===== config.mk =====
export PLATFORM = sky130hd
export DESIGN_NAME = stepper_phase_sequencer_core
export DESIGN_NICKNAME = d
export VERILOG_FILES = /design/src/hdl/psq_pkg.sv /design/src/hdl/psq_group_calc.sv /design/src/hdl/psq_next_state.sv /design/src/hdl/stepper_phase_sequencer_core.sv
export SDC_FILE = /design/constraint.sdc
export NUM_CORES = 1
export LEC_CHECK = 0
export ABC_CLOCK_PERIOD_IN_PS = 16700
export BUFFER_PORTS_ARGS = -buffer_cell sky130_fd_sc_hd__buf_4
export CORE_ASPECT_RATIO = 1.75
export CORE_MARGIN = 8
export CORE_UTILIZATION = 33
export CTS_CLUSTER_DIAMETER = 100
export DETAILED_ROUTE_END_ITERATION = 6
export HOLD_SLACK_MARGIN = 0.05
export PLACE_DENSITY = 0.47
export SYNTH_ARGS = -nofsm -noshare
export SYNTH_HDL_FRONTEND = slang
export SYNTH_SLANG_ARGS = --single-unit

===== constraint.sdc =====
create_clock -name clk -period 16.7 [get_ports clk]
set_input_delay 3.34 -clock clk [delete_from_list [all_inputs] [get_ports clk]]
set_output_delay 3.34 -clock clk [all_outputs]
set_load 0.01 [all_outputs]

===== src/hdl/psq_pkg.sv =====
// Package for the stepper phase sequencer: item structs, opcodes, state record
// and the coil pattern lookup. No dependencies.
package psq_pkg;

    localparam logic [1:0] OP_START = 2'd0;
    localparam logic [1:0] OP_TICK  = 2'd1;
    localparam logic [1:0] OP_OFF   = 2'd2;

    localparam int GROUPS_W = 17;
    localparam int ANGLE_W  = 16;

    // floor(angle*64/45) == (angle * RECIP_45) >> RECIP_SHIFT for every 16-bit angle
    localparam int RECIP_SHIFT = 22;
    localparam int RECIP_W     = 23;
    localparam logic [RECIP_W-1:0] RECIP_45 = 23'd5965233;

    typedef struct packed {
        logic [1:0]  opcode;
        logic        step_mode;
        logic        direction;
        logic [7:0]  phase_delay_ms;
        logic [15:0] angle_degrees;
    } cmd_t;

    typedef struct packed {
        logic [3:0] coils;
        logic       busy_res;
        logic       move_done;
        logic       rejected;
    } res_t;

    typedef struct packed {
        logic [3:0]          coil_state;
        logic                moving;
        logic [2:0]          phase_index;
        logic [GROUPS_W-1:0] groups_left;
        logic [7:0]          hold_countdown;
        logic [7:0]          hold_length;
        logic                half_mode;
        logic                reverse_dir;
    } seq_state_t;

    localparam logic [3:0] HALF_PATTERN [8] = '{4'h1, 4'h3, 4'h2, 4'h6,
                                                4'h4, 4'hC, 4'h8, 4'h9};

    function automatic logic [3:0] pattern_for(input logic half, input logic rev,
                                               input logic [2:0] idx);
        logic [2:0] i;
        logic [1:0] j;
        i = rev ? ~idx : idx;
        j = rev ? ~idx[1:0] : idx[1:0];
        if (half)
            return HALF_PATTERN[i];
        else
            return 4'b0001 << j;
    endfunction

endpackage


===== src/hdl/psq_group_calc.sv =====
// Group count of a move: floor(angle*64/45), which equals both the full-step
// and the half-step formulas. Uses psq_pkg.
module psq_group_calc (
    input  logic [psq_pkg::ANGLE_W-1:0]  angle,
    output logic [psq_pkg::GROUPS_W-1:0] groups
);

    logic [psq_pkg::ANGLE_W+psq_pkg::RECIP_W-1:0] product;

    // reciprocal error is small enough that no correction step is needed
    assign product = {{psq_pkg::RECIP_W{1'b0}}, angle} *
                     {{psq_pkg::ANGLE_W{1'b0}}, psq_pkg::RECIP_45};
    assign groups  = product[psq_pkg::RECIP_SHIFT +: psq_pkg::GROUPS_W];

endmodule


===== src/hdl/psq_next_state.sv =====
// Per-item update of the sequencer state and the result item.
// Uses psq_pkg; group count comes from psq_group_calc.
module psq_next_state (
    input  psq_pkg::seq_state_t          state,
    input  psq_pkg::cmd_t                cmd,
    input  logic [psq_pkg::GROUPS_W-1:0] groups,
    output psq_pkg::seq_state_t          state_next,
    output psq_pkg::res_t                result
);

    always_comb
    begin
        logic       done;
        logic       rej;
        logic [7:0] hold;
        logic [2:0] last;
        logic [psq_pkg::GROUPS_W-1:0] left_dec;

        done       = 1'b0;
        rej        = 1'b0;
        state_next = state;
        hold       = (cmd.phase_delay_ms == 8'd0) ? 8'd1 : cmd.phase_delay_ms;
        last       = state.half_mode ? 3'd7 : 3'd3;
        left_dec   = state.groups_left - {{(psq_pkg::GROUPS_W-1){1'b0}}, 1'b1};

        unique case (cmd.opcode)
            psq_pkg::OP_START:
            begin
                if (state.moving)
                begin
                    rej = 1'b1;
                end
                else
                begin
                    state_next.half_mode   = cmd.step_mode;
                    state_next.reverse_dir = cmd.direction;
                    state_next.hold_length = hold;
                    state_next.phase_index = 3'd0;
                    if (groups == '0)
                    begin
                        // zero-length move: coils untouched
                        state_next.groups_left    = '0;
                        state_next.hold_countdown = 8'd0;
                        done                      = 1'b1;
                    end
                    else
                    begin
                        state_next.groups_left    = groups;
                        state_next.moving         = 1'b1;
                        state_next.hold_countdown = hold;
                        state_next.coil_state     = psq_pkg::pattern_for(cmd.step_mode,
                                                        cmd.direction, 3'd0);
                    end
                end
            end
            psq_pkg::OP_TICK:
            begin
                if (state.moving)
                begin
                    if (state.hold_countdown > 8'd1)
                    begin
                        state_next.hold_countdown = state.hold_countdown - 8'd1;
                    end
                    else if (state.phase_index >= last)
                    begin
                        state_next.groups_left = left_dec;
                        state_next.phase_index = 3'd0;
                        if (left_dec == '0)
                        begin
                            state_next.moving         = 1'b0;
                            state_next.hold_countdown = 8'd0;
                            done                      = 1'b1;
                        end
                        else
                        begin
                            state_next.coil_state     = psq_pkg::pattern_for(state.half_mode,
                                                            state.reverse_dir, 3'd0);
                            state_next.hold_countdown = state.hold_length;
                        end
                    end
                    else
                    begin
                        state_next.phase_index    = state.phase_index + 3'd1;
                        state_next.coil_state     = psq_pkg::pattern_for(state.half_mode,
                                                        state.reverse_dir,
                                                        state.phase_index + 3'd1);
                        state_next.hold_countdown = state.hold_length;
                    end
                end
            end
            psq_pkg::OP_OFF:
            begin
                state_next.coil_state     = 4'd0;
                state_next.moving         = 1'b0;
                state_next.phase_index    = 3'd0;
                state_next.groups_left    = '0;
                state_next.hold_countdown = 8'd0;
            end
            default:
            begin
                // unused opcode: no change
            end
        endcase

        result.coils     = state_next.coil_state;
        result.busy_res  = state_next.moving;
        result.move_done = done;
        result.rejected  = rej;
    end

endmodule


===== src/hdl/stepper_phase_sequencer_core.sv =====
// Stepper phase sequencer, top level.
// An accepted item waits in the input register; its result goes to the output register.
// Throughput: one item per cycle unless res_ready stalls the output; an empty input
// register still takes an item while a result waits in the output register.
// Reset (rst_n low, asynchronous): coils off, no move, both registers empty.
// Uses psq_pkg, psq_group_calc, psq_next_state.
module stepper_phase_sequencer_core (
    input  logic           clk,
    input  logic           rst_n,
    input  logic           cmd_valid,
    output logic           cmd_ready,
    input  psq_pkg::cmd_t  cmd,
    output logic           res_valid,
    input  logic           res_ready,
    output psq_pkg::res_t  res
);

    logic                          cmd_valid_reg;
    psq_pkg::cmd_t                 cmd_reg;
    logic                          res_valid_reg;
    psq_pkg::res_t                 res_reg;
    psq_pkg::seq_state_t           state_reg;
    psq_pkg::seq_state_t           state_next;
    psq_pkg::res_t                 res_next;
    logic [psq_pkg::GROUPS_W-1:0]  groups;
    logic                          advance;

    assign advance   = !res_valid_reg || res_ready;
    assign cmd_ready = !cmd_valid_reg || advance;
    assign res_valid = res_valid_reg;
    assign res       = res_reg;

    psq_group_calc u_group_calc (
        .angle  (cmd_reg.angle_degrees),
        .groups (groups)
    );

    psq_next_state u_next_state (
        .state      (state_reg),
        .cmd        (cmd_reg),
        .groups     (groups),
        .state_next (state_next),
        .result     (res_next)
    );

    always_ff @(posedge clk or negedge rst_n)
    begin
        if (!rst_n)
        begin
            cmd_valid_reg <= 1'b0;
            res_valid_reg <= 1'b0;
            state_reg     <= '0;
        end
        else
        begin
            if (cmd_ready)
                cmd_valid_reg <= cmd_valid;
            if (advance)
                res_valid_reg <= cmd_valid_reg;
            // state moves on only when the item leaves the input register
            if (advance && cmd_valid_reg)
                state_reg <= state_next;
        end
    end

    always_ff @(posedge clk)
    begin
        if (cmd_valid && cmd_ready)
            cmd_reg <= cmd;
        if (advance && cmd_valid_reg)
            res_reg <= res_next;
    end

endmodule


# Word level (Yosys, flattened, before mapping)
# Memory sizes are Yosys's and may differ from the RTL's.
# Index checks and enable logic that the tools add are counted.
[classes]
n_lt_le_gt_ge = 5
mux = 40
bitwise = 6
reduce_logical = 15
mul = 1
addsub = 3
eq_ne = 6
div = 0
shift = 3
[op_table]
columns = ["operator", "count"]
rows = [
  ["$pmux W33 S3", 1],
  ["$mux W25", 2],
  ["$mux W4", 11],
  ["$mux W43", 1],
  ["$mul A16 B23 Y39 const B", 1],
  ["$logic_not A17 Y1", 2],
  ["$mux W33", 1],
  ["$mux W8", 4],
  ["$mux W17", 1],
  ["$sub A17 B1 Y17 const B", 1],
  ["$mux W3", 5],
  ["$ge A4 B4 Y1 const B", 3],
  ["$not A3 Y4", 3],
  ["$shl A1 B2 Y4 const A", 3],
  ["$mux W1", 9],
  ["$gt A8 B1 Y1 const B", 1],
  ["$logic_not A8 Y1", 1],
  ["$sub A8 B1 Y8 const B", 1],
  ["$mux W2", 3],
  ["$ne A2 B2 Y1 const B", 3],
  ["$reduce_and A6 Y1", 1],
  ["$mux W5", 1],
  ["$reduce_and A5 Y1", 1],
  ["$reduce_and A4 Y1", 1],
  ["other kinds (15)", 18],
]
[totals]
ramBits = 0
inputBits = 32
elab_cells = 101
latchBits = 0
memories = 3
mem_bits_ro = 96
regBits = 80
[memory_table]
columns = ["name", "words", "width", "rd", "rd_clocked_by_memory_dff", "write_ports", "line_no", "rtl"]
rows = [
  ["(name not given)", 8, 4, 1, 0, 0, "psq_pkg.sv:53", "return HALF_PATTERN[i];"],
  ["(name not given)", 8, 4, 1, 0, 0, "psq_pkg.sv:53", ""],
  ["(name not given)", 8, 4, 1, 0, 0, "psq_pkg.sv:53", ""],
]

# Longest topological paths before layout
[depth]
word_depth = 12
mapped_depth = 24

# Modules after synthesis
# Synthesis repeated with hierarchy kept, for this count alone.
[hier_totals]
hier_cells = 983
area_unflattened_um2 = 9858.2
[modules_own_cells]
columns = ["mod", "cells_per_inst", "n_inst", "area_each_um2"]
rows = [
  ["psq_group_calc", 529, 1, 4903.5],
  ["stepper_phase_sequencer_core", 134, 1, 2907.8],
  ["psq_next_state", 320, 1, 2047.0],
]

# Worst setup path after synthesis
# Ideal clock, no wire load.
[synth_timing]
kind = "input to output"
start = "input port res_ready"
end = "output port cmd_ready"
t_arrival_ns = 3.549
required_ns = 13.360
setup_slack_ns = 9.811
path_stages = 1
path_cell_list = "nand3b_1"
[synth_via]
elab_chain_cells = 2
[synth_rtl]
columns = ["item", "line_no", "rtl"]
rows = [
  ["start: declaration", "stepper_phase_sequencer_core.sv:14", "input logic res_ready,"],
  ["$logic_or A1 B1 Y1", "stepper_phase_sequencer_core.sv:28", "assign advance = !res_valid_reg || res_ready;"],
  ["$logic_or A1 B1 Y1", "stepper_phase_sequencer_core.sv:29", "assign cmd_ready = !cmd_valid_reg || advance;"],
  ["end: declaration", "stepper_phase_sequencer_core.sv:11", "output logic cmd_ready,"],
]
# No other way between the ends.

==> reports/results.md <==
| Group | Quantity | Value |
|:---|:---|:---|
| hold path | Beginning of the worst hold path | cmd_valid_reg |
| critical path | Endpoint of the worst register-to-register path | res[3] |
| grt | Met3 global-route usage | 0.0233 |
| sta | Post-layout min period | 7.28 ns |
| layout | Final #Nets | 1346 |
| grt | Vias in the first global route | 8557 |
| sta | Final-report max-slew violation count | 0 |
| yosys | Number of flops mapped to enable cells by yosys | 35 |
| clock network | Clock latency of the later-clocked register in the worst-skew pair | 0.37 ns |
| yosys | Proportion of register bits with asynchronous set or reset after synthesis | 0.563 |
| grt | Overall track demand over capacity in global routing | 0.167 |
| clock network | Clock buffer count from CTS | 9 |
| drt | Final routed wirelength across all metal layers | 29.1 mm |
| placed design | Port buffer count | 40 |
| layout | Fill cell count | 3018 |
| sta | Number of setup violations in the final report | 0 |
| critical path | Critical path startpoint category | flop |
| sta | Highest clock frequency the design can meet | 137 MHz |
| hold path | End point of the most critical hold path | res_valid |
| critical path | Critical-path maximum fanout | 13 |
| yosys | Netlist cell types | 91 |
| floorplanning | Standard-cell rows | 83 |
| sta | Post-route clock skew | 0.0116 ns |
| critical path | Critical path capture point type | flop |
| grt | Pin count of the biggest net entering global routing | 46 |
| grt | Most heavily used metal layer in global routing | met2 |
| drt | Routed Antenna Nets | 0 |
| floorplanning | DIE HEIGHT | 244 µm |
| clock network | Clock slew at the register clock pins of the worst setup and hold paths | 0.07 ns |
| hold path | Hold path depth | 1 |
| outcome | Outcome | complete, no violations |
| critical path | Path type of the worst setup path | flop to flop |
| critical path | CP max stage delay | 0.55 ns |
| drt | Number of DRC markers after the initial detailed-route iteration | 369 |
| drt | Overall via count from detail_route | 7827 |
| layout | Largest register FFs | 43 |
| sta | Transition time at the pin with the least slew margin | 1.04 ns |
| drt | DRC violations left | 0 |
| layout | Antenna diode instance count | 0 |
| floorplanning | Horizontal die dimension | 147 µm |
| critical path | Most frequent cell on the critical path | sky130_fd_sc_hd__inv_1 |
| layout | Fraction of layout cells with a size suffix above 1 | 0.103 |
| clock network | Htree depth | 3 |
| clock network | Number of setup buffers added after CTS | 0 |
| floorplanning | Area enclosed by the die boundary | 35800 µm² |
| clock network | CTS root buffer | sky130_fd_sc_hd__clkbuf_16 |
| yosys | Post-synth top area share | 0.179 |
| yosys | Synth Instances | 1068 |
| flow run | Max cap viols | 0 |
| grt | Grt met2 use | 0.342 |
| critical path | Worst R2R Path Depth | 24 |
| drt | Per-cell via count in the routed design | 5.28 |
| yosys | Mean area per synthesized cell | 9.22 µm² |
| critical path | Cell Chain, Critical Path | ha_1 > inv_1 > fa_1 > inv_1 > fa_1 > inv_1 > fa_1 > inv_1 > fa_1 > inv_1 > fa_1 > inv_1 > ha_1 > nand2_2 > nor4_2 > nand3_1 > and3_4 > o211ai_1 > o21ai_0 > nor4b_1 > a41oi_1 > buf_4 > a21oi_1 > o21ai_0 |
| critical path | Worst setup slack for register-to-register paths | 9.42 ns |
| hold path | Hold/Removal Path Class | flop to flop |
| sta | Hold violation count in the final report | 0 |
| floorplanning | Starting utilization of the core area | 0.335 |
| critical path | Arrival time at the worst endpoint | 7.37 ns |
| drt | Initial DRT Pass Iterations | 4 |
| sta | Worst slew margin relative to its limit | 0.302 |
| yosys | Library cell with the largest summed area after synthesis | sky130_fd_sc_hd__fa_1 |
| layout | Leading cell type in the layout, fill and taps excluded | sky130_fd_sc_hd__inv_1 |
| yosys | Net count after synthesis | 1319 |
| drt | Wire per inst | 19.7 µm |
| clock network | CTS Buffer Depth | 2 |
| floorplanning | Core Region | 29400 µm² |
| yosys | Fraction of the yosys area taken by sequential cells | 0.221 |
| grt | First-pass GRT wire length | 46.5 mm |
| critical path | Cell at the slowest stage of the critical path | sky130_fd_sc_hd__fa_1 |
| grt | Antenna violations before repair | 0 |
| yosys | Yosys reg bits | 80 |
| sta | Final total negative setup slack | 0 ns |
| clock network | CTS tree | done |
| grt | Remaining Overflow, GRT | 0 |
| layout | Relative area change from synthesis to final layout | 10.4% |
| critical path | Required time at the endpoint of the critical path | 16.79 ns |
| critical path | RR Startpoint | cmd_reg[15] |
| yosys | Area of the mapped netlist | 9840 µm² |
| sta | Final period utilization | 0.436 |
| floorplanning | Number of ports placed on the die boundary | 41 |
| sta | Final worst hold slack | 0.507 ns |
| yosys | Yosys warns | 0 |
| grt | Met1 routing resource usage after global routing | 0.164 |
| clock network | Number of cells upsized or downsized after cts | 0 |
| layout | Most frequent cells in the layout | sky130_fd_sc_hd__inv_1 (182), sky130_fd_sc_hd__ha_1 (131), sky130_fd_sc_hd__fa_1 (88) |
| placed design | Weighted congestion at the end of routability-driven global placement | 0.860 |
| clock network | Hold-fix buffer count after cts | 0 |
| sta | Setup repair after global routing missed its margin | no |
| placed design | Placed wire-length estimate | 24.9 mm |
| yosys | Top cells by area, synth | sky130_fd_sc_hd__fa_1 (18%), sky130_fd_sc_hd__ha_1 (17%), sky130_fd_sc_hd__dfrtp_1 (11%) |
| clock network | Clock Sink Count | 80 |
| yosys | Most used flip-flop cell after synthesis | sky130_fd_sc_hd__dfrtp_1 |
==> cell type report <==
cell class / count / area [µm²] / share of cell area
Inverter: 183 / 687 / 0.0632
Tap cell: 382 / 478 / 0.0440
Sequential cell: 80 / 2180 / 0.200
Clock inverter: 7 / 91.3 / 0.00841
Multi-Input combinational cell: 774 / 6850 / 0.631
Timing Repair Buffer: 47 / 353 / 0.0325
Clock buffer: 9 / 225 / 0.0207
==> logic make-up (layout without fill, tap and decap cells) <==
logic type	Yosys count	count (layout)	share of synthesized area
compound gates	262	262	0.177
xor+xnor	16	16	0.0142
fa+ha+maj	219	219	0.346
buf+inv	214	246	0.0833
flops	80	80	0.221
mux	16	16	0.0182
simple gates	261	261	0.140
==> synth_stat cells (4+ instances only) <==
cell type,count
sky130_fd_sc_hd__o21ai_1,16
sky130_fd_sc_hd__dfrtp_1,45
sky130_fd_sc_hd__mux2i_1,4
sky130_fd_sc_hd__o21ai_0,62
sky130_fd_sc_hd__ha_1,131
sky130_fd_sc_hd__clkbuf_1,21
sky130_fd_sc_hd__fa_1,88
sky130_fd_sc_hd__nor4b_1,5
sky130_fd_sc_hd__xor2_1,7
sky130_fd_sc_hd__a31oi_1,10
sky130_fd_sc_hd__edfxtp_1,35
sky130_fd_sc_hd__nand3_1,23
sky130_fd_sc_hd__a21oi_1,69
sky130_fd_sc_hd__xnor2_1,9
sky130_fd_sc_hd__a21oi_2,4
sky130_fd_sc_hd__o211ai_1,10
sky130_fd_sc_hd__o21bai_1,4
sky130_fd_sc_hd__nand4_1,7
sky130_fd_sc_hd__o21a_1,4
sky130_fd_sc_hd__nor2_1,53
sky130_fd_sc_hd__buf_2,7
sky130_fd_sc_hd__a211oi_1,11
sky130_fd_sc_hd__mux2_2,11
sky130_fd_sc_hd__and3_1,7
sky130_fd_sc_hd__nand2b_1,7
sky130_fd_sc_hd__a21o_1,9
sky130_fd_sc_hd__nor3_1,22
sky130_fd_sc_hd__nor4_2,4
sky130_fd_sc_hd__nor3b_1,4
sky130_fd_sc_hd__nor4_1,12
sky130_fd_sc_hd__a22oi_1,9
sky130_fd_sc_hd__nand3b_1,4
sky130_fd_sc_hd__nand2_1,77
sky130_fd_sc_hd__o31ai_1,6
sky130_fd_sc_hd__or3_1,7
sky130_fd_sc_hd__inv_1,182
==> worst max-delay path: cells and delay by family (launching register included) <==
| kind | cells | cell delay (ns) |
|---|---|---|
| AOI/OAI and AO/OA | 5 | 1.12 |
| adders and majority gates | 7 | 3.44 |
| buffers and inverters | 7 | 0.61 |
| DFF | 1 | 0.51 |
| and+or+nand+nor | 5 | 1.33 |
==> per-stage QoR <==
stage,instances,instance area (µm²),util,worst slack [ns]
final,1482,10900,0.370,9.42
after global routing,1482,10900,0.370,8.89
after CTS,1482,10900,0.370,9.40
after detailed placement,1466,10500,0.359,9.44
after global placement,1466,10500,0.359,9.50
after floorplan,1068,9840,-,9.81
==> how the worst max path moves through the flow <==
stage           startpoint   endpoint  slack, ns  depth (start not counted)
5_1_grt        cmd_reg[15]     res[3]       8.89                         24
6_report       cmd_reg[15]     res[3]       9.42                         24
4_1_cts        cmd_reg[15]     res[3]       9.40                         24
2_1_floorplan    res_ready  cmd_ready       9.81                          1
3_5_place_dp   cmd_reg[15]     res[3]       9.44                         24
3_3_place_gp   cmd_reg[15]     res[3]       9.50                         24
==> routing by layer <==
| metal | vias to the layer above | routed length, µm |
|---|---|---|
| li1 | 3787 | - |
| met1 | 3890 | 10600 |
| met2 | 111 | 17200 |
| met3 | 39 | 549 |
| met4 | 0 | 816 |
| met5 | - | 0 |
Power is left out: the tool's default activity adds up to more than one toggle a clock period on the data nets, which glitch-free logic cannot reach.
